[config.mk]
export PLATFORM = sky130hd
export DESIGN_NAME = hmbr_queue
export DESIGN_NICKNAME = d
export VERILOG_FILES = /design/src/design/hmbr_pkg.sv /design/src/design/hmbr_queue.sv
export SDC_FILE = /design/constraint.sdc
export NUM_CORES = 1
export LEC_CHECK = 0
export ABC_AREA = 1
export BUFFER_PORTS_ARGS = -buffer_cell sky130_fd_sc_hd__buf_4
export CAP_MARGIN = 15
export CORE_UTILIZATION = 58
export CTS_BUF_LIST = sky130_fd_sc_hd__clkbuf_8
export DETAILED_ROUTE_END_ITERATION = 7
export GPL_TIMING_DRIVEN = 0
export HOLD_SLACK_MARGIN = 0.03
export PLACE_DENSITY = 0.95
export SYNTH_ARGS = -nofsm -noshare
export SYNTH_HDL_FRONTEND = slang
export SYNTH_SLANG_ARGS = --single-unit
export TNS_END_PERCENT = 100
[constraint.sdc]
create_clock -name clock -period 7.3 [get_ports clock]
set_input_delay 0.73 -clock clock [delete_from_list [all_inputs] [get_ports clock]]
set_output_delay 0.73 -clock clock [all_outputs]
set_load 0.03 [all_outputs]
[src/design/hmbr_pkg.sv]
// Shared types and constants of the handheld memory bus router.
// Used by rtr front, queue, back and the top level; depends on nothing.
package hmbr_pkg;

   // Default memory sizes in bytes
   localparam int LARGE_RAM_BYTES_DEF = 262144;
   localparam int SMALL_RAM_BYTES_DEF = 32768;
   localparam int SAVE_RAM_BYTES_DEF  = 65536;

   // Fixed memories, in 32-bit words
   localparam int PAL_WORDS = 256;
   localparam int VID_WORDS = 24576;
   localparam int OBJ_WORDS = 256;

   localparam int ROM_LEN_W = 26;
   localparam int OFF_W     = 25;
   localparam int QUEUE_DEPTH = 2;

   // Constant modulo by reciprocal: quotient estimate = (x * (2^MOD_K / M)) >> MOD_K
   localparam int MOD_K   = 28;
   localparam int MOD_W   = 19;
   localparam int MOD_R_W = 20;

   // Address map constants
   localparam logic [31:0] BOOT_LIMIT  = 32'h0000_4000;
   localparam logic [31:0] IO_MASK     = 32'h0000_03FF;
   localparam logic [31:0] ROM_MASK    = 32'h01FF_FFFF;
   localparam logic [16:0] VID_MASK    = 17'h1FFFF;
   localparam logic [16:0] VID_TOP     = 17'h18000;
   localparam logic [16:0] VID_MIRROR  = 17'h17FFF;
   localparam logic [16:0] VID_OBJ_BASE = 17'h10000;

   // Region codes (top address byte)
   localparam logic [7:0] RG_BOOT  = 8'h00;
   localparam logic [7:0] RG_LARGE = 8'h02;
   localparam logic [7:0] RG_SMALL = 8'h03;
   localparam logic [7:0] RG_IO    = 8'h04;
   localparam logic [7:0] RG_PAL   = 8'h05;
   localparam logic [7:0] RG_VID   = 8'h06;
   localparam logic [7:0] RG_OBJ   = 8'h07;
   localparam logic [7:0] RG_ROM0  = 8'h08;
   localparam logic [7:0] RG_ROM1  = 8'h09;
   localparam logic [7:0] RG_ROM2  = 8'h0A;
   localparam logic [7:0] RG_ROM3  = 8'h0B;
   localparam logic [7:0] RG_ROM4  = 8'h0C;
   localparam logic [7:0] RG_READY = 8'h0D;
   localparam logic [7:0] RG_SAVE0 = 8'h0E;
   localparam logic [7:0] RG_SAVE1 = 8'h0F;

   // Opcodes
   localparam logic [2:0] OP_RD_WORD = 3'd2;
   localparam logic [2:0] OP_WR_BYTE = 3'd3;
   localparam logic [2:0] OP_WR_WORD = 3'd5;

   // Access sizes
   localparam logic [1:0] SZ_BYTE = 2'd0;
   localparam logic [1:0] SZ_HALF = 2'd1;
   localparam logic [1:0] SZ_WORD = 2'd2;

   // Forward targets
   localparam logic [1:0] TGT_INSIDE = 2'd0;
   localparam logic [1:0] TGT_BOOT   = 2'd1;
   localparam logic [1:0] TGT_ROM    = 2'd2;
   localparam logic [1:0] TGT_IO     = 2'd3;

   // Transaction classes decided by the front
   localparam logic [3:0] K_NONE  = 4'd0;
   localparam logic [3:0] K_ONE   = 4'd1;
   localparam logic [3:0] K_BOOT  = 4'd2;
   localparam logic [3:0] K_IO    = 4'd3;
   localparam logic [3:0] K_ROM   = 4'd4;
   localparam logic [3:0] K_LARGE = 4'd5;
   localparam logic [3:0] K_SMALL = 4'd6;
   localparam logic [3:0] K_PAL   = 4'd7;
   localparam logic [3:0] K_VID   = 4'd8;
   localparam logic [3:0] K_OBJ   = 4'd9;
   localparam logic [3:0] K_SAVE  = 4'd10;

   typedef struct packed {
      logic [3:0]       kind;
      logic             wr;
      logic [1:0]       sz;
      logic [2:0]       op;
      logic [OFF_W-1:0] off;
      logic [31:0]      data;
   } entry_type;

endpackage

[src/design/hmbr_queue.sv]
// Two-entry queue between the router front and back.
// Depends on hmbr_pkg for the entry type.
module hmbr_queue (
   input  logic                clock,
   input  logic                reset,
   input  logic                in_valid,
   output logic                in_ready,
   input  hmbr_pkg::entry_type in_entry,
   output logic                out_valid,
   input  logic                out_ready,
   output hmbr_pkg::entry_type out_entry
);

   localparam int PTR_W = $clog2(hmbr_pkg::QUEUE_DEPTH);
   localparam int CNT_W = $clog2(hmbr_pkg::QUEUE_DEPTH + 1);

   hmbr_pkg::entry_type slot_mem [hmbr_pkg::QUEUE_DEPTH];
   logic [PTR_W-1:0] wr_ptr_ff, wr_ptr_in, rd_ptr_ff, rd_ptr_in;
   logic [CNT_W-1:0] count_ff, count_in;
   logic push, pop;

   assign in_ready  = count_ff != CNT_W'(hmbr_pkg::QUEUE_DEPTH);
   assign out_valid = count_ff != '0;
   assign out_entry = slot_mem[rd_ptr_ff];
   assign push      = in_valid && in_ready;
   assign pop       = out_valid && out_ready;

   always_comb begin
      wr_ptr_in = wr_ptr_ff;
      rd_ptr_in = rd_ptr_ff;
      count_in  = count_ff;
      if (push) begin
         wr_ptr_in = (wr_ptr_ff == PTR_W'(hmbr_pkg::QUEUE_DEPTH - 1)) ? '0 : wr_ptr_ff + 1'b1;
      end
      if (pop) begin
         rd_ptr_in = (rd_ptr_ff == PTR_W'(hmbr_pkg::QUEUE_DEPTH - 1)) ? '0 : rd_ptr_ff + 1'b1;
      end
      if (push && !pop) begin
         count_in = count_ff + 1'b1;
      end else if (pop && !push) begin
         count_in = count_ff - 1'b1;
      end
   end

   always_ff @(posedge clock) begin
      if (reset) begin
         wr_ptr_ff <= '0;
         rd_ptr_ff <= '0;
         count_ff  <= '0;
      end else begin
         wr_ptr_ff <= wr_ptr_in;
         rd_ptr_ff <= rd_ptr_in;
         count_ff  <= count_in;
      end
   end

   always_ff @(posedge clock) begin
      if (push) begin
         slot_mem[wr_ptr_ff] <= in_entry;
      end
   end

endmodule

==> run_summary.xml <==
<?xml version="1.0" encoding="UTF-8"?>
<metrics>
  <group name="outcome">
    <metric name="outcome" unit="">complete, no violations</metric>
  </group>
  <group name="global_route">
    <metric name="gr-total-overflow" unit="">0</metric>
    <metric name="first_global_vias" unit="">2737</metric>
    <metric name="pin_count_of_the_biggest_net_entering_global_routing" unit="">35</metric>
    <metric name="grt_first_pass_wirelength" unit="um">13350</metric>
    <metric name="groute.usage.overall" unit="%">20.44</metric>
    <metric name="number_of_antenna_violations_at_the_first_check_in_global_routing" unit="">0</metric>
  </group>
  <group name="die">
    <metric name="fp.dieW" unit="um">96.56</metric>
    <metric name="initial_utilization" unit="%">59.76</metric>
    <metric name="floorplan.die_area" unit="sq um">9324</metric>
    <metric name="floorplan.die.height" unit="um">96.56</metric>
    <metric name="core_region_area" unit="sq um">8678</metric>
    <metric name="io-pin-count" unit="">140</metric>
    <metric name="fp-row-count" unit="">34</metric>
  </group>
  <group name="sta">
    <metric name="setup_repair_after_global_routing_missed_its_margin" unit="">false</metric>
    <metric name="final.setup_skew" unit="ns">0.01287</metric>
    <metric name="fin_setup_tns" unit="ns">0</metric>
    <metric name="final_hold_viol_count" unit="">0</metric>
    <metric name="period_minus_ws_final" unit="ns">2.505</metric>
    <metric name="maxSlewViolCount" unit="">0</metric>
    <metric name="setup-violations-final" unit="">0</metric>
    <metric name="share_of_the_clock_period_used_by_the_worst_path_after_layout" unit="%">34.31</metric>
    <metric name="max_freq" unit="GHz">0.3992</metric>
    <metric name="worst_tran_pin_value" unit="ns">0.2615</metric>
    <metric name="worst_relative_slew_slack" unit="%">82.52</metric>
    <metric name="worst_hold_slack" unit="ns">0.4917</metric>
  </group>
  <group name="placed_design">
    <metric name="io_buffer_count" unit="">139</metric>
    <metric name="gp_congestion" unit="">0.6827</metric>
    <metric name="detailedPlacementHpwl" unit="um">6380</metric>
  </group>
  <group name="setup_path">
    <metric name="worstPathBufferInverterCount" unit="">3</metric>
    <metric name="crit_cells" unit="">4</metric>
    <metric name="timing.setup.critical_path_class" unit="">flop to output port</metric>
    <metric name="end_kind" unit="">output port</metric>
    <metric name="critical_path.startpoint_type" unit="">flop</metric>
    <metric name="cp_top_family" unit="">buffers and inverters</metric>
    <metric name="worst-path-max-fanout" unit="">10</metric>
    <metric name="timing.critical_path.slowest_cell_delay" unit="ns">0.41</metric>
    <metric name="worst_path_most_repeated_cell" unit="">sky130_fd_sc_hd__buf_4</metric>
    <metric name="reg2reg_slack" unit="ns">5.65</metric>
    <metric name="worst_ep_required_time" unit="ns">6.57</metric>
    <metric name="slowest_stage" unit="">sky130_fd_sc_hd__dfxtp_1</metric>
    <metric name="worst-r2r-cell-count" unit="">9</metric>
    <metric name="critical_path_arrival" unit="ns">1.77</metric>
    <metric name="critical_path.cell_chain" unit="">buf_4 -&gt; buf_6 -&gt; mux2_4 -&gt; buf_4</metric>
  </group>
  <group name="synthesis">
    <metric name="complex_gate_fraction_of_the_synthesized_area" unit="%">0.3860</metric>
    <metric name="avgSynthCellArea" unit="sq um">21.17</metric>
    <metric name="synthesis.instances" unit="">245</metric>
    <metric name="mappedNetlistArea" unit="sq um">5186</metric>
    <metric name="synth_simple_gate_area_share" unit="%">1.472</metric>
    <metric name="dominant_combinational_cell_family_by_area_after_synthesis" unit="">multiplexers</metric>
    <metric name="synth_adder_area_share" unit="%">0.2413</metric>
    <metric name="synth-seq-area-share" unit="%">79.52</metric>
    <metric name="ys.warnings.count" unit="">0</metric>
    <metric name="yosys.cell_types.count" unit="">15</metric>
    <metric name="synthXorXnorAreaFrac" unit="%">0</metric>
    <metric name="multiplexer_share_of_the_synthesized_area" unit="%">16.72</metric>
    <metric name="syn_nets" unit="">317</metric>
    <metric name="yosys_register_bits" unit="">139</metric>
  </group>
  <group name="clock_network">
    <metric name="path_clk_slew" unit="ns">0.08</metric>
    <metric name="cts_inserted_buffers" unit="">17</metric>
    <metric name="ctsResizeCount" unit="">0</metric>
    <metric name="post_cts_buffers" unit="">0</metric>
    <metric name="worst_skew_pair.late_latency" unit="ns">0.42</metric>
    <metric name="cts-root-buf" unit="">sky130_fd_sc_hd__clkbuf_8</metric>
    <metric name="ctsHtreeMaxLevel" unit="">4</metric>
    <metric name="clock_sinks" unit="">139</metric>
    <metric name="clock_path_buffers" unit="">2</metric>
    <metric name="clock_tree_from_tritoncts" unit="">done</metric>
    <metric name="cts_hold_buf" unit="">0</metric>
  </group>
  <group name="power">
    <metric name="leakagePower" unit="nW">2.681</metric>
    <metric name="vdd_ir_drop_max" unit="uV">241.0</metric>
    <metric name="p_per_area" unit="nW/um^2">358.7</metric>
  </group>
  <group name="detailed_routing">
    <metric name="antenna_left" unit="">0</metric>
    <metric name="remaining_drc_errors" unit="">0</metric>
    <metric name="route.vias.total" unit="">2724</metric>
    <metric name="first_pass_iteration_count_of_the_detailed_router" unit="">4</metric>
    <metric name="route.detailed.wl_per_inst" unit="um">17.44</metric>
    <metric name="wl" unit="um">9207</metric>
    <metric name="drt_first_iter_violations" unit="">133</metric>
    <metric name="detail_route.vias_per_cell" unit="">5.159</metric>
  </group>
  <group name="finish">
    <metric name="antennaDiodeCount" unit="">0</metric>
    <metric name="design.final.nets" unit="">479</metric>
    <metric name="synthToLayoutAreaGrowth" unit="%">32.42</metric>
    <metric name="layout-drive-gt1-share" unit="%">59.29</metric>
  </group>
  <group name="worst_hold_path">
    <metric name="hold_class" unit="">input port to flop</metric>
    <metric name="worstHoldPathCells" unit="">1</metric>
  </group>
  <group name="job">
    <metric name="max_cap_viol_count" unit="">0</metric>
  </group>
</metrics>
metrics by stage:
step	setup slack [ns]	utilization (%)	std cells	instance area [sq um]	power (mW)
finish	4.795	79.14	528	6868	2.463
global route	4.689	79.14	528	6868	2.563
CTS	4.739	79.14	528	6868	2.485
detailed placement	5.230	74.44	496	6460	1.859
global placement	1.812	73.34	492	6365	1.825
floorplan	3.173	-	245	5186	1.580
power breakdown:
group / switching, mW / internal, mW
clock: 0.289 / 0.338
combinational: 0.459 / 0.339
sequential: 0.0316 / 1.01
Yosys cell counts:
library cell,instances,area [sq um]
sky130_fd_sc_hd__edfxtp_1,134,4024
sky130_fd_sc_hd__mux2_2,37,416.7
sky130_fd_sc_hd__mux2_4,30,450.4
sky130_fd_sc_hd__nand2_1,9,33.78
sky130_fd_sc_hd__inv_1,8,30.03
sky130_fd_sc_hd__nor2_1,7,26.28
sky130_fd_sc_hd__dfxtp_1,5,100.1
sky130_fd_sc_hd__buf_2,3,15.01
sky130_fd_sc_hd__buf_6,3,33.78
sky130_fd_sc_hd__a21oi_1,2,10.01
sky130_fd_sc_hd__nand3_1,2,10.01
sky130_fd_sc_hd__o21ai_0,2,10.01
sky130_fd_sc_hd__buf_4,1,7.510
sky130_fd_sc_hd__ha_1,1,12.51
sky130_fd_sc_hd__nand4_1,1,6.260
final timing paths:
check | to | from
min reg2reg | rd_ptr_ff | rd_ptr_ff
min | slot_mem[0][39] | in_entry[39]
max | out_entry[17] | flop
max reg2reg | count_ff[1] | count_ff[0]
cell type report:
| class | count | area, sq um |
|---|---|---|
| Tap cell | 108 | 135.1 |
| Clock inverter | 15 | 173.9 |
| Inverter | 8 | 30.03 |
| Sequential cell | 139 | 4124 |
| Clock buffer | 17 | 234.0 |
| Buffer | 7 | 56.30 |
| Timing Repair Buffer | 143 | 1124 |
| Multi-Input combinational cell | 91 | 991.0 |
| Fill cell | 466 | 1810 |
registers in the layout, summed over array words and instances, names as in the netlist, named ones only:
signal	flops
slot_mem	134
count_ff	2
rd_ptr_ff	1
wr_ptr_ff	1
cells by family (layout without fill, tap and decap cells):
group	Yosys count	count (layout)
AOI/OAI and AO/OA	4	4
adders and majority gates	1	1
buffers and inverters	15	190
DFF	139	139
muxes	67	67
and+or+nand+nor	19	19
layer usage:
layer / GRT usage, % / vias up / routed length (um)
met1: 23.08 / 1341 / 3525
met5: 0 / - / 0
met3: 7.199 / 10 / 558
li1: - / 1277 / -
met2: 35.50 / 96 / 5027
met4: 7.966 / 0 / 95
cell usage in the layout, fill, tap and decap left out, types with 4 or more instances in the layout:
cell type and n:
sky130_fd_sc_hd__mux2_4 30, sky130_fd_sc_hd__dfxtp_1 5, sky130_fd_sc_hd__nor2_1 5, sky130_fd_sc_hd__buf_4 140, sky130_fd_sc_hd__buf_12 4, sky130_fd_sc_hd__nand2_1 9
sky130_fd_sc_hd__clkbuf_8 17, sky130_fd_sc_hd__mux2_2 37, sky130_fd_sc_hd__edfxtp_1 134, sky130_fd_sc_hd__inv_1 10
worst register-to-register path: cells and delay by family, from the launching register on:
family,cells,cell delay [ns]
fa+ha+maj,1,0.34
buf+inv,3,0.32
flops,1,0.32
simple gates,5,0.56
No activity file was read; power rests on OpenSTA's default activity.
