### src/design/hmbr_pkg.sv
// Shared types and constants of the handheld memory bus router.
// Used by rtr front, queue, back and the top level; depends on nothing.
package hmbr_pkg;

   // Default memory sizes in bytes
   localparam int LARGE_RAM_BYTES_DEF = 262144;
   localparam int SMALL_RAM_BYTES_DEF = 32768;
   localparam int SAVE_RAM_BYTES_DEF  = 65536;

   // Fixed memories, in 32-bit words
   localparam int PAL_WORDS = 256;
   localparam int VID_WORDS = 24576;
   localparam int OBJ_WORDS = 256;

   localparam int ROM_LEN_W = 26;
   localparam int OFF_W     = 25;
   localparam int QUEUE_DEPTH = 2;

   // Constant modulo by reciprocal: quotient estimate = (x * (2^MOD_K / M)) >> MOD_K
   localparam int MOD_K   = 28;
   localparam int MOD_W   = 19;
   localparam int MOD_R_W = 20;

   // Address map constants
   localparam logic [31:0] BOOT_LIMIT  = 32'h0000_4000;
   localparam logic [31:0] IO_MASK     = 32'h0000_03FF;
   localparam logic [31:0] ROM_MASK    = 32'h01FF_FFFF;
   localparam logic [16:0] VID_MASK    = 17'h1FFFF;
   localparam logic [16:0] VID_TOP     = 17'h18000;
   localparam logic [16:0] VID_MIRROR  = 17'h17FFF;
   localparam logic [16:0] VID_OBJ_BASE = 17'h10000;

   // Region codes (top address byte)
   localparam logic [7:0] RG_BOOT  = 8'h00;
   localparam logic [7:0] RG_LARGE = 8'h02;
   localparam logic [7:0] RG_SMALL = 8'h03;
   localparam logic [7:0] RG_IO    = 8'h04;
   localparam logic [7:0] RG_PAL   = 8'h05;
   localparam logic [7:0] RG_VID   = 8'h06;
   localparam logic [7:0] RG_OBJ   = 8'h07;
   localparam logic [7:0] RG_ROM0  = 8'h08;
   localparam logic [7:0] RG_ROM1  = 8'h09;
   localparam logic [7:0] RG_ROM2  = 8'h0A;
   localparam logic [7:0] RG_ROM3  = 8'h0B;
   localparam logic [7:0] RG_ROM4  = 8'h0C;
   localparam logic [7:0] RG_READY = 8'h0D;
   localparam logic [7:0] RG_SAVE0 = 8'h0E;
   localparam logic [7:0] RG_SAVE1 = 8'h0F;

   // Opcodes
   localparam logic [2:0] OP_RD_WORD = 3'd2;
   localparam logic [2:0] OP_WR_BYTE = 3'd3;
   localparam logic [2:0] OP_WR_WORD = 3'd5;

   // Access sizes
   localparam logic [1:0] SZ_BYTE = 2'd0;
   localparam logic [1:0] SZ_HALF = 2'd1;
   localparam logic [1:0] SZ_WORD = 2'd2;

   // Forward targets
   localparam logic [1:0] TGT_INSIDE = 2'd0;
   localparam logic [1:0] TGT_BOOT   = 2'd1;
   localparam logic [1:0] TGT_ROM    = 2'd2;
   localparam logic [1:0] TGT_IO     = 2'd3;

   // Transaction classes decided by the front
   localparam logic [3:0] K_NONE  = 4'd0;
   localparam logic [3:0] K_ONE   = 4'd1;
   localparam logic [3:0] K_BOOT  = 4'd2;
   localparam logic [3:0] K_IO    = 4'd3;
   localparam logic [3:0] K_ROM   = 4'd4;
   localparam logic [3:0] K_LARGE = 4'd5;
   localparam logic [3:0] K_SMALL = 4'd6;
   localparam logic [3:0] K_PAL   = 4'd7;
   localparam logic [3:0] K_VID   = 4'd8;
   localparam logic [3:0] K_OBJ   = 4'd9;
   localparam logic [3:0] K_SAVE  = 4'd10;

   typedef struct packed {
      logic [3:0]       kind;
      logic             wr;
      logic [1:0]       sz;
      logic [2:0]       op;
      logic [OFF_W-1:0] off;
      logic [31:0]      data;
   } entry_type;

endpackage

### src/design/hmbr_front.sv
// Front of the router: accepts bus transactions, decodes region and size,
// and reduces RAM offsets modulo the RAM sizes. Depends on hmbr_pkg.
module hmbr_front #(
   parameter int LARGE_RAM_BYTES = hmbr_pkg::LARGE_RAM_BYTES_DEF,
   parameter int SMALL_RAM_BYTES = hmbr_pkg::SMALL_RAM_BYTES_DEF,
   parameter int SAVE_RAM_BYTES  = hmbr_pkg::SAVE_RAM_BYTES_DEF
) (
   input  logic                clock,
   input  logic                reset,
   input  logic                req_valid,
   output logic                req_ready,
   input  logic [2:0]          req_opcode,
   input  logic [31:0]         req_address,
   input  logic [31:0]         req_write_data,
   input  logic                clear_busy,
   output logic                out_valid,
   input  logic                out_ready,
   output hmbr_pkg::entry_type out_entry
);

   localparam int R_L = (1 << hmbr_pkg::MOD_K) / LARGE_RAM_BYTES;
   localparam int R_S = (1 << hmbr_pkg::MOD_K) / SMALL_RAM_BYTES;
   localparam int R_V = (1 << hmbr_pkg::MOD_K) / SAVE_RAM_BYTES;
   localparam int MW  = hmbr_pkg::MOD_W;
   localparam int RW  = hmbr_pkg::MOD_R_W;
   localparam int XW  = hmbr_pkg::MOD_K;
   localparam int PW  = XW + MW;

   logic en;
   logic v1_ff, v2_ff, v3_ff, v4_ff;
   hmbr_pkg::entry_type ent1_in, ent1_ff, ent2_ff, ent3_ff, ent4_in, ent4_ff;
   logic [XW-1:0] x1_ff, x2_ff, x3_ff;
   logic [MW-1:0] q2_in, q2_ff;
   logic [XW-1:0] qm3_in, qm3_ff;

   // Stage 1 decode
   logic        wr;
   logic [1:0]  sz;
   logic [31:0] a;
   logic [31:0] wd_m;
   logic [31:0] wd_rep;
   logic [16:0] vo;

   always_comb begin
      wr = req_opcode >= hmbr_pkg::OP_WR_BYTE;
      sz = wr ? 2'(req_opcode - hmbr_pkg::OP_WR_BYTE) : req_opcode[1:0];
      a  = req_address;
      case (sz)
         hmbr_pkg::SZ_BYTE: begin
            wd_m   = {24'd0, req_write_data[7:0]};
            wd_rep = {4{req_write_data[7:0]}};
         end
         hmbr_pkg::SZ_HALF: begin
            a[0]   = 1'b0;
            wd_m   = {16'd0, req_write_data[15:0]};
            wd_rep = {2{req_write_data[15:0]}};
         end
         default: begin
            a[1:0] = 2'b00;
            wd_m   = req_write_data;
            wd_rep = req_write_data;
         end
      endcase
      vo = a[16:0] & hmbr_pkg::VID_MASK;
      if (vo >= hmbr_pkg::VID_TOP) begin
         vo = vo & hmbr_pkg::VID_MIRROR;
      end

      ent1_in.wr   = wr;
      ent1_in.sz   = sz;
      ent1_in.op   = req_opcode;
      ent1_in.off  = '0;
      ent1_in.data = wd_rep;
      ent1_in.kind = hmbr_pkg::K_NONE;
      if (req_opcode <= hmbr_pkg::OP_WR_WORD) begin
         case (a[31:24])
            hmbr_pkg::RG_BOOT: begin
               if (!wr && a < hmbr_pkg::BOOT_LIMIT) begin
                  ent1_in.kind = hmbr_pkg::K_BOOT;
                  ent1_in.off  = a[hmbr_pkg::OFF_W-1:0];
               end
            end
            hmbr_pkg::RG_LARGE: ent1_in.kind = hmbr_pkg::K_LARGE;
            hmbr_pkg::RG_SMALL: ent1_in.kind = hmbr_pkg::K_SMALL;
            hmbr_pkg::RG_IO: begin
               ent1_in.kind = hmbr_pkg::K_IO;
               ent1_in.off  = hmbr_pkg::OFF_W'(a & hmbr_pkg::IO_MASK);
               ent1_in.data = wr ? wd_m : 32'd0;
            end
            hmbr_pkg::RG_PAL: begin
               ent1_in.kind = hmbr_pkg::K_PAL;
               ent1_in.off  = hmbr_pkg::OFF_W'(a & hmbr_pkg::IO_MASK);
            end
            hmbr_pkg::RG_VID: begin
               // byte writes into object video RAM are dropped
               if (!(wr && sz == hmbr_pkg::SZ_BYTE && vo >= hmbr_pkg::VID_OBJ_BASE)) begin
                  ent1_in.kind = hmbr_pkg::K_VID;
               end
               ent1_in.off = hmbr_pkg::OFF_W'(vo);
            end
            hmbr_pkg::RG_OBJ: begin
               if (!(wr && sz == hmbr_pkg::SZ_BYTE)) begin
                  ent1_in.kind = hmbr_pkg::K_OBJ;
               end
               ent1_in.off = hmbr_pkg::OFF_W'(a & hmbr_pkg::IO_MASK);
            end
            hmbr_pkg::RG_ROM0, hmbr_pkg::RG_ROM1, hmbr_pkg::RG_ROM2,
            hmbr_pkg::RG_ROM3, hmbr_pkg::RG_ROM4: begin
               if (!wr) begin
                  ent1_in.kind = hmbr_pkg::K_ROM;
                  ent1_in.off  = hmbr_pkg::OFF_W'(a & hmbr_pkg::ROM_MASK);
               end
            end
            hmbr_pkg::RG_SAVE0, hmbr_pkg::RG_SAVE1: ent1_in.kind = hmbr_pkg::K_SAVE;
            default: begin
               if (!wr) begin
                  ent1_in.kind = hmbr_pkg::K_ONE;
               end
            end
         endcase
      end
   end

   // Stage 2: quotient estimate
   logic [MW-1:0] r_sel;
   logic [PW-1:0] prod2;

   always_comb begin
      case (ent1_ff.kind)
         hmbr_pkg::K_LARGE: r_sel = MW'(R_L);
         hmbr_pkg::K_SMALL: r_sel = MW'(R_S);
         default:           r_sel = MW'(R_V);
      endcase
      prod2 = PW'(x1_ff) * PW'(r_sel);
      q2_in = prod2[PW-1:XW];
   end

   // Stage 3: quotient times modulus
   logic [MW-1:0]   m3_sel;
   logic [2*MW-1:0] prod3;

   always_comb begin
      case (ent2_ff.kind)
         hmbr_pkg::K_LARGE: m3_sel = MW'(LARGE_RAM_BYTES);
         hmbr_pkg::K_SMALL: m3_sel = MW'(SMALL_RAM_BYTES);
         default:           m3_sel = MW'(SAVE_RAM_BYTES);
      endcase
      prod3  = (2*MW)'(q2_ff) * (2*MW)'(m3_sel);
      qm3_in = prod3[XW-1:0];
   end

   // Stage 4: remainder with one correction, then re-align
   logic [MW-1:0] m4_sel;
   logic [XW-1:0] diff4;
   logic [RW-1:0] rem4;

   always_comb begin
      case (ent3_ff.kind)
         hmbr_pkg::K_LARGE: m4_sel = MW'(LARGE_RAM_BYTES);
         hmbr_pkg::K_SMALL: m4_sel = MW'(SMALL_RAM_BYTES);
         default:           m4_sel = MW'(SAVE_RAM_BYTES);
      endcase
      diff4 = x3_ff - qm3_ff;
      rem4  = diff4[RW-1:0];
      if (rem4 >= RW'(m4_sel)) begin
         rem4 = rem4 - RW'(m4_sel);
      end
      ent4_in = ent3_ff;
      if (ent3_ff.kind == hmbr_pkg::K_LARGE || ent3_ff.kind == hmbr_pkg::K_SMALL) begin
         if (ent3_ff.sz == hmbr_pkg::SZ_HALF) begin
            rem4[0] = 1'b0;
         end else if (ent3_ff.sz == hmbr_pkg::SZ_WORD) begin
            rem4[1:0] = 2'b00;
         end
         ent4_in.off = hmbr_pkg::OFF_W'(rem4);
      end else if (ent3_ff.kind == hmbr_pkg::K_SAVE) begin
         ent4_in.off = hmbr_pkg::OFF_W'(rem4);
      end
   end

   assign en        = !v4_ff || out_ready;
   assign req_ready = en && !clear_busy;
   assign out_valid = v4_ff;
   assign out_entry = ent4_ff;

   always_ff @(posedge clock) begin
      if (reset) begin
         v1_ff <= 1'b0;
         v2_ff <= 1'b0;
         v3_ff <= 1'b0;
         v4_ff <= 1'b0;
      end else if (en) begin
         v1_ff <= req_valid && req_ready;
         v2_ff <= v1_ff;
         v3_ff <= v2_ff;
         v4_ff <= v3_ff;
      end
   end

   always_ff @(posedge clock) begin
      if (en) begin
         ent1_ff <= ent1_in;
         x1_ff   <= a[XW-1:0];
         ent2_ff <= ent1_ff;
         x2_ff   <= x1_ff;
         q2_ff   <= q2_in;
         ent3_ff <= ent2_ff;
         x3_ff   <= x2_ff;
         qm3_ff  <= qm3_in;
         ent4_ff <= ent4_in;
      end
   end

endmodule

### config.mk
export PLATFORM = sky130hd
export DESIGN_NAME = hmbr_front
export DESIGN_NICKNAME = d
export VERILOG_FILES = /design/src/design/hmbr_pkg.sv /design/src/design/hmbr_front.sv
export SDC_FILE = /design/constraint.sdc
export NUM_CORES = 1
export LEC_CHECK = 0
export BUFFER_PORTS_ARGS = -buffer_cell sky130_fd_sc_hd__buf_2
export CAP_MARGIN = 10
export CORE_MARGIN = 10
export CORE_UTILIZATION = 45
export CTS_BUF_LIST = sky130_fd_sc_hd__clkbuf_16
export DETAILED_ROUTE_END_ITERATION = 7
export PLACE_DENSITY_LB_ADDON = 0.05
export SETUP_SLACK_MARGIN = 0.1
export SLEW_MARGIN = 20
export SYNTH_ARGS = -nofsm -noshare
export SYNTH_HDL_FRONTEND = slang
export SYNTH_SLANG_ARGS = --single-unit
### constraint.sdc
create_clock -name clock -period 11.1 [get_ports clock]
set_clock_uncertainty 0.15 [all_clocks]
set_input_delay 0.555 -clock clock [delete_from_list [all_inputs] [get_ports clock]]
set_output_delay 0.555 -clock clock [all_outputs]
set_load 0.03 [all_outputs]
==> results of run 1 <==
-- worst paths after layout --
| path | from | end | slack, ns |
|---|---|---|---|
| min | req_address[3] | x1_ff[3] | 0.06 |
| max reg2reg | ent1_ff[66] | q2_ff[4] | 5.39 |
| min reg2reg | x2_ff[0] | x3_ff[0] | 0.26 |
| max | ent1_ff[66] | q2_ff[4] | 5.39 |
-- logic make-up (layout without fill, tap and decap cells) --
family | count (synthesis) | after routing | synth area share
buffers and inverters | 89 | 288 | 0.0242
XOR/XNOR | 32 | 32 | 0.0201
AND/OR/NAND/NOR | 217 | 217 | 0.0839
other | 0 | 3 | 0
adder cells (fa/ha/maj) | 129 | 129 | 0.118
AO/OA/AOI/OAI | 81 | 81 | 0.0390
multiplexers | 28 | 28 | 0.0203
flip-flops | 345 | 345 | 0.694
-- critical path: stages (launching register included) --
cell	delay, ns
edfxtp_1	0.46
nor4bb_2	0.30
buf_4	0.27
nor2_1	0.13
buf_4	0.20
and2_1	0.17
ha_1	0.26
inv_1	0.05
fa_1	0.57
inv_1	0.05
ha_1	0.29
ha_1	0.20
ha_1	0.27
ha_1	0.29
ha_1	0.29
a211oi_1	0.24
nor2_1	0.08
o41ai_1	0.55
a31oi_1	0.27
a31oi_1	0.27
xnor2_1	0.09
-- power by group through the flow --
stage | Combinational [uW] | Clock [uW] | Sequential, uW
6_report | 210 | 1170 | 1570
5_1_grt | 231 | 1260 | 1580
4_1_cts | 214 | 1210 | 1570
3_5_place_dp | 213 | 0 | 1590
3_3_place_gp | 213 | 0 | 1590
2_1_floorplan | 101 | 0 | 1630
-- final cells by class --
type,instances,share of cell area
sequential,345,0.596
clock inverter,32,0.0127
antenna,3,0.000434
multi-input combinational,487,0.243
timing repair buffer,147,0.0435
clock buffer,39,0.0564
tap,442,0.0319
inverter,70,0.0156
-- through the flow --
stage | setup slack (ns) | std cells | area (um^2) | hold slack, ns
2_1_floorplan | 2.94 | 921 | 14900 | 0.250
3_3_place_gp | 5.43 | 1491 | 16100 | 0.250
3_5_place_dp | 5.36 | 1491 | 16100 | 0.255
4_1_cts | 5.34 | 1562 | 17300 | 0.0314
5_1_grt | 5.05 | 1563 | 17300 | 0.0401
6_report | 5.39 | 1565 | 17300 | 0.0566
-- routing by layer --
metal	share of wire	track usage	vias to the layer above	routed length, um
met5	0.00048	0	-	13
met4	0.025	0.0454	2	692
met3	0.064	0.0329	50	1740
met2	0.47	0.206	182	12700
met1	0.44	0.177	3668	12100
li1	-	-	3728	-
-- state kept, by name (all words and copies together) (netlist names) --
| register | count |
|---|---|
| ent1_ff | 67 |
| ent2_ff | 67 |
| ent3_ff | 67 |
| out_entry | 67 |
| out_valid | 1 |
| q2_ff | 5 |
| qm3_ff | 5 |
| v1_ff | 1 |
| v2_ff | 1 |
| v3_ff | 1 |
| x1_ff | 23 |
| x2_ff | 20 |
| x3_ff | 20 |
-- layout by cell type, fill, tap and decap left out, types with 3 or more instances in the layout --
cell       netlist  routed
edfxtp_1       341     341
buf_2            8     140
ha_1           110     110
and2_1          83      83
inv_1           69      79
clkbuf_16        0      39
nand2_1         37      37
nor2_1          32      32
nor2b_1         19      19
a21oi_1         19      19
fa_1            19      19
xor2_1          17      17
a22o_1          15      15
xnor2_1         14      14
mux2i_1         14      14
mux2_2          13      13
o21ai_0         11      10
o2bb2ai_1        8       8
nor4_1           7       7
buf_4            2       7
clkinv_2         0       6
clkinv_1         0       6
or3_1            5       5
nand2b_1         5       5
o21a_1           4       4
and3_1           4       4
a31oi_1          4       4
inv_6            0       4
dfxtp_1          4       4
diode_2          0       3
o21ai_1          2       3
nand4_1          3       3
nor3_1           3       3
a211oi_1         3       3
or2_2            3       3
==> out/summary.json, run 1 <==
{
  "post_synth_instance_area": {"value": 0.0149, "unit": "mm^2"},
  "rsz_0062_raised_after_global_routing": {"value": "false"},
  "ir_drop": {"value": 130, "unit": "uV"},
  "tritoncts": {"value": "yes"},
  "cts_sinks": {"value": 345},
  "grt_max_degree": {"value": 117},
  "final.setup.tns": {"value": 0, "unit": "ns"},
  "max_slew_margin": {"value": 0.281},
  "yosys_most_used_dff": {"value": "edfxtp_1"},
  "achievable-frequency": {"value": 0.175, "unit": "GHz"},
  "layout.filler_cells": {"value": 2741},
  "worstPathArrival": {"value": 5.83, "unit": "ns"},
  "finalHoldViolCount": {"value": 0},
  "design.final.nets": {"value": 1291},
  "cts_inserted_buffers": {"value": 39},
  "grt_usage": {"value": 0.132},
  "gr-total-overflow": {"value": 0},
  "multiInputGateArea": {"value": 0.00422, "unit": "mm^2"},
  "async_reset_ff_frac": {"value": 0},
  "synth.yosys.seq_area_share": {"value": 0.694},
  "floorplan.die.height": {"value": 202, "unit": "um"},
  "iteration_count_of_the_initial_detailed_routing_pass": {"value": 4},
  "status": {"value": "finished, final reports clean"},
  "synth.distinct_cells": {"value": 58},
  "slew_viol_final": {"value": 0},
  "1st_iter_drt_viols": {"value": 429},
  "route.detailed.vias_per_inst": {"value": 4.88},
  "switching_share": {"value": 0.226},
  "number_of_resized_instances_in_the_post_cts_repair_step": {"value": 0},
  "design.die.area": {"value": 0.0407, "unit": "mm^2"},
  "post_synth.cell_area_avg": {"value": 16.1, "unit": "um^2"},
  "total_area_of_sequential_cells": {"value": 0.0103, "unit": "mm^2"},
  "timing.critical_path.to_type": {"value": "flip-flop"},
  "dp_hpwl": {"value": 19300, "unit": "um"},
  "number_of_antenna_violations_at_the_first_check_in_global_routing": {"value": 4},
  "cell_internal_pwr": {"value": 2280, "unit": "uW"},
  "floorplan.initialDensity": {"value": 0.457},
  "p_sw": {"value": 667, "unit": "uW"},
  "period_minus_slack": {"value": 5.71, "unit": "ns"},
  "p_comb_frac": {"value": 0.071},
  "drv_cap": {"value": 0},
  "die_x": {"value": 202, "unit": "um"},
  "area_share_of_the_largest_cell_type_after_synthesis": {"value": 0.689},
  "synth_cells": {"value": 921},
  "routed-via-count": {"value": 7630},
  "cp.required": {"value": 11.23, "unit": "ns"},
  "synth_warnings": {"value": 0},
  "io_pins": {"value": 141},
  "remaining_drc_errors": {"value": 0},
  "timing.setup.critical_path_class": {"value": "flip-flop to flip-flop"},
  "holdBufCountCts": {"value": 0},
  "layout-area-overhead-vs-synth": {"value": 16.5, "unit": "%"},
  "core_area": {"value": 0.0325, "unit": "mm^2"},
  "clk_root_buffer_cell": {"value": "clkbuf_16"},
  "yosys_register_bits": {"value": 345},
  "synth_area_leaders": {"value": "edfxtp_1, ha_1, and2_1"},
  "first_global_vias": {"value": 7582},
  "routed_length_per_instance": {"value": 17.4, "unit": "um"},
  "clk_transition_reported_paths": {"value": 0.06, "unit": "ns"},
  "synth_most_common_cell": {"value": "edfxtp_1"},
  "hold_class": {"value": "input port to flip-flop"},
  "ctsLongestPathBuffers": {"value": 3},
  "detail_route.wirelength": {"value": 27300, "unit": "um"},
  "cts_post_setup_buffers_inserted": {"value": 0},
  "postLayoutCoreUtil": {"value": 0.532},
  "synth_commonest_cells": {"value": "edfxtp_1, ha_1, and2_1"},
  "crit_fanout": {"value": 21},
  "sequentialPowerShare": {"value": 0.531},
  "power_density": {"value": 170, "unit": "mW/mm^2"},
  "leakage": {"value": 0.00759, "unit": "uW"},
  "port_buffers": {"value": 140},
  "synthDominantAreaCellType": {"value": "edfxtp_1"},
  "drive_above_1_share": {"value": 0.211},
  "gp_routability_congestion": {"value": 0.786},
  "grt_pass1_wl": {"value": 42300, "unit": "um"},
  "proportion_of_power_drawn_by_the_clock_network": {"value": 0.397},
  "synth_enable_flop_cells": {"value": 341},
  "post-layout-total-power": {"value": 2950, "unit": "uW"},
  "placementRows": {"value": 66},
  "tightestPinTransition": {"value": 1.08, "unit": "ns"},
  "period_share": {"value": 0.514},
  "worstSkewPairLatency": {"value": 0.53, "unit": "ns"},
  "timing.final.setup_violations": {"value": 0},
  "clock_tree.htree_level_count": {"value": 2},
  "min_path_cells": {"value": 1},
  "startpoint_type": {"value": "flip-flop"},
  "postSynthNetCount": {"value": 1122},
  "drt.antenna.violating_nets": {"value": 0},
  "r2r.worst_path.cells": {"value": 20}
}
No activity file was read; power rests on OpenSTA's default activity.
==> inputs of run 2 (changes only) <==
- ABC_AREA: unset -> 1
- clock period: 11.1 -> 4.8 ns (I/O delays scaled with it)
==> out/summary.json, run 2 <==
{
  "die_x": {"value": 204, "unit": "um"},
  "port_buffers": {"value": 140},
  "synth_simple_gate_area_share": {"value": 0.108},
  "synth_warnings": {"value": 0},
  "routed-via-count": {"value": 8948},
  "synthDominantAreaCellType": {"value": "edfxtp_1"},
  "synth_area_leaders": {"value": "edfxtp_1, ha_1, inv_1"},
  "timing.setup.critical_path_class": {"value": "flip-flop to flip-flop"},
  "r2r_setup_slack": {"value": 0.26, "unit": "ns"},
  "synth_commonest_cells": {"value": "edfxtp_1, inv_1, nor2_1"},
  "post_synth.cell_area_avg": {"value": 13.0, "unit": "um^2"},
  "slew_viol_final": {"value": 0},
  "postSynthNetCount": {"value": 1368},
  "worstSetupStartpoint": {"value": "ent1_ff[66]"},
  "timing.critical_path.cells": {"value": "nor2_4 -> nand3_4 -> nand2_4 -> buf_12 -> nor2_1 -> ha_1 -> inv_1 -> fa_1 -> inv_1 -> ha_1 -> xor2_1 -> ha_1 -> ha_1 -> ha_4 -> a21oi_1 -> o21ai_0 -> nor2_1 -> o21bai_2 -> nand2_1 -> nand2_1 -> xor2_1"},
  "leakage": {"value": 0.00864, "unit": "uW"},
  "max_slew_margin": {"value": 0.462},
  "p_comb_frac": {"value": 0.089},
  "layout-area-overhead-vs-synth": {"value": 22.6, "unit": "%"},
  "io_pins": {"value": 141},
  "synth_compound_area_frac": {"value": 0.0281},
  "design.die.area": {"value": 0.0416, "unit": "mm^2"},
  "crit-reg2reg-launch": {"value": "ent1_ff[66]"},
  "worstPathArrival": {"value": 4.67, "unit": "ns"},
  "sequentialPowerShare": {"value": 0.529},
  "proportion_of_power_drawn_by_the_clock_network": {"value": 0.383},
  "dr_wl_met3": {"value": 1600, "unit": "um"},
  "dpl-instance-area": {"value": 0.0165, "unit": "mm^2"},
  "routed_length_per_instance": {"value": 16.0, "unit": "um"},
  "met2_length": {"value": 14300, "unit": "um"},
  "dp_hpwl": {"value": 21100, "unit": "um"},
  "grt_pass1_wl": {"value": 47500, "unit": "um"},
  "core_area": {"value": 0.0334, "unit": "mm^2"},
  "timing.final.setup_violations": {"value": 0},
  "clock_tree.htree_level_count": {"value": 2},
  "cts_inserted_buffers": {"value": 39},
  "worstSkewPairLatency": {"value": 0.53, "unit": "ns"},
  "period_share": {"value": 0.945},
  "postLayoutCoreUtil": {"value": 0.557},
  "ir_drop": {"value": 290, "unit": "uV"},
  "gr-total-overflow": {"value": 0},
  "yosys_register_bits": {"value": 345},
  "floorplan.die.height": {"value": 204, "unit": "um"},
  "yosys_most_used_dff": {"value": "edfxtp_1"},
  "status": {"value": "finished, final reports clean"},
  "period_minus_slack": {"value": 4.54, "unit": "ns"},
  "number_of_antenna_violations_at_the_first_check_in_global_routing": {"value": 1},
  "synth_top_family_by_area": {"value": "adder cells"},
  "mux_cell_area_share_after_synthesis": {"value": 0},
  "synth_enable_flop_cells": {"value": 341},
  "hold_class": {"value": "input port to flip-flop"},
  "drt.antenna.violating_nets": {"value": 0},
  "cts_sinks": {"value": 345},
  "hold_path.startpoint": {"value": "req_address[27]"},
  "placementRows": {"value": 67},
  "timing.critical_path.max_delay_family": {"value": "adder cells"},
  "area_share_of_the_largest_cell_type_after_synthesis": {"value": 0.673},
  "min_path_cells": {"value": 4},
  "iteration_count_of_the_initial_detailed_routing_pass": {"value": 5},
  "cell_internal_pwr": {"value": 5280, "unit": "uW"},
  "rsz_0062_raised_after_global_routing": {"value": "false"},
  "power_density": {"value": 370, "unit": "mW/mm^2"},
  "switching_share": {"value": 0.233},
  "timing.rr.end": {"value": "q2_ff[2]"},
  "clk_root_buffer_cell": {"value": "clkbuf_16"},
  "post-layout-total-power": {"value": 6890, "unit": "uW"},
  "first_global_vias": {"value": 8990},
  "drive_above_1_share": {"value": 0.183},
  "synth_most_common_cell": {"value": "edfxtp_1"},
  "synth_cells": {"value": 1167},
  "p_sw": {"value": 1610, "unit": "uW"},
  "top_layer_used": {"value": "met4"},
  "tightestPinTransition": {"value": 0.808, "unit": "ns"},
  "route.detailed.vias_per_inst": {"value": 4.71},
  "timing.critical_path.to_type": {"value": "flip-flop"},
  "r2r.worst_path.cells": {"value": 21},
  "post-route-cell-area": {"value": 0.0186, "unit": "mm^2"},
  "layout.filler_cells": {"value": 2799},
  "grt_usage": {"value": 0.145},
  "synth.yosys.seq_area_share": {"value": 0.678},
  "tritoncts": {"value": "yes"},
  "floorplan.initialDensity": {"value": 0.455},
  "detail_route.wirelength.met1": {"value": 13800, "unit": "um"},
  "ctsLongestPathBuffers": {"value": 3},
  "crit_fanout": {"value": 10},
  "crit_top_cell": {"value": "ha_1"},
  "drv_cap": {"value": 0},
  "clk_transition_reported_paths": {"value": 0.06, "unit": "ns"},
  "timing.critical_path.slowest_cell_delay": {"value": 0.55, "unit": "ns"},
  "finalHoldViolCount": {"value": 0},
  "timing.critical_path.buf_inv": {"value": 3},
  "synth_xor_area_frac": {"value": 0.0150},
  "synth.distinct_cells": {"value": 39},
  "hold_end": {"value": "ent1_ff[63]"},
  "remaining_drc_errors": {"value": 0},
  "startpoint_type": {"value": "flip-flop"},
  "design.final.nets": {"value": 1623},
  "synth_fa_ha_area_frac": {"value": 0.115},
  "crit_path_top_delay_cell": {"value": "fa_1"},
  "detail_route.wirelength": {"value": 30400, "unit": "um"},
  "post_synth_instance_area": {"value": 0.0152, "unit": "mm^2"},
  "1st_iter_drt_viols": {"value": 575},
  "achievable-frequency": {"value": 0.221, "unit": "GHz"},
  "async_reset_ff_frac": {"value": 0},
  "cp.required": {"value": 4.93, "unit": "ns"},
  "gp_routability_congestion": {"value": 0.839},
  "most_frequent_standard_cell_in_the_layout_excluding_fill_and_tap_cells": {"value": "edfxtp_1"},
  "mostFrequentLayoutCells": {"value": "edfxtp_1, inv_1, nand2_1"},
  "grt_max_degree": {"value": 145}
}
run 2: changes by cell type in the layout (fill, tap and decap cells not counted), moves of 13 or more:
| cell | before | now |
|---|---|---|
| nor2_1 | 32 | 140 |
| a22o_1 | 15 | 0 |
| mux2_2 | 13 | 0 |
| and2_1 | 83 | 0 |
| inv_1 | 79 | 203 |
| nor2b_1 | 19 | 0 |
| nand2_1 | 37 | 141 |
| mux2i_1 | 14 | 0 |
| nand3_1 | 2 | 51 |
| dlygate4sd3_1 | 0 | 76 |
run 2: cell families (layout without fill, tap and decap cells):
family / count (synthesis) / after routing
buf+inv: 216 / 501
simple gates: 378 / 378
compound gates: 73 / 73
flops: 345 / 345
other cells: 0 / 1
xor+xnor: 26 / 26
fa+ha+maj: 129 / 129
run 2: cell type report:
cell class / instances / area (um^2) / share of cell area
Antenna cell: 1 / 2.50 / 0.000134
Clock buffer: 39 / 976 / 0.0523
Clock inverter: 32 / 183 / 0.00980
Inverter: 203 / 771 / 0.0413
Multi-Input combinational cell: 606 / 4220 / 0.226
Sequential cell: 345 / 10300 / 0.554
Tap cell: 448 / 561 / 0.0301
Timing Repair Buffer: 227 / 1610 / 0.0862
run 2: what timing repair did:
item,4_1_cts,5_1_grt
buffers inserted,0,1
setup endpoints to repair,0,5
resized for setup,0,28
endpoints found under the hold margin,86,0
hold buffers,76,0
run 2: tightest hold or removal path: stages:
cell and delay [ns]:
buf_2 0.14, nor2_4 0.06, nand3b_1 0.10, a31oi_1 0.09
run 2: worst max-delay path by stage:
stage               cells after the start  slack (ns)    endpoint
CTS                                    22        0.20    q2_ff[3]
global placement                       20        0.31    q2_ff[4]
finish                                 21        0.26    q2_ff[2]
global route                           22        0.08    q2_ff[2]
detailed placement                     20        0.22    q2_ff[3]
floorplan                               3       -1.49  ent1_ff[0]
run 2: power by group through the flow:
stage               combinational, uW  clock, uW  sequential [uW]
global route                      682       2840             3670
finish                            613       2640             3640
detailed placement                548          0             3700
floorplan                         258          0             3800
global placement                  545          0             3700
CTS                               613       2720             3640
run 2: layer usage:
layer | up-vias | GRT usage
met4 | 0 | 0.0480
li1 | 4458 | -
met2 | 200 | 0.230
met1 | 4246 | 0.196
met3 | 44 | 0.0303
met5 | - | 0
run 2: through the flow:
step / setup slack [ns] / hold slack [ns] / TNS (ns) / std cells
floorplan: -1.49 / 0.149 / -508.14 / 1167
global placement: 0.313 / 0.250 / 0 / 1751
detailed placement: 0.218 / 0.255 / 0 / 1751
CTS: 0.198 / 0.0937 / 0 / 1898
global route: 0.0780 / 0.140 / 0 / 1901
finish: 0.265 / 0.126 / 0 / 1901
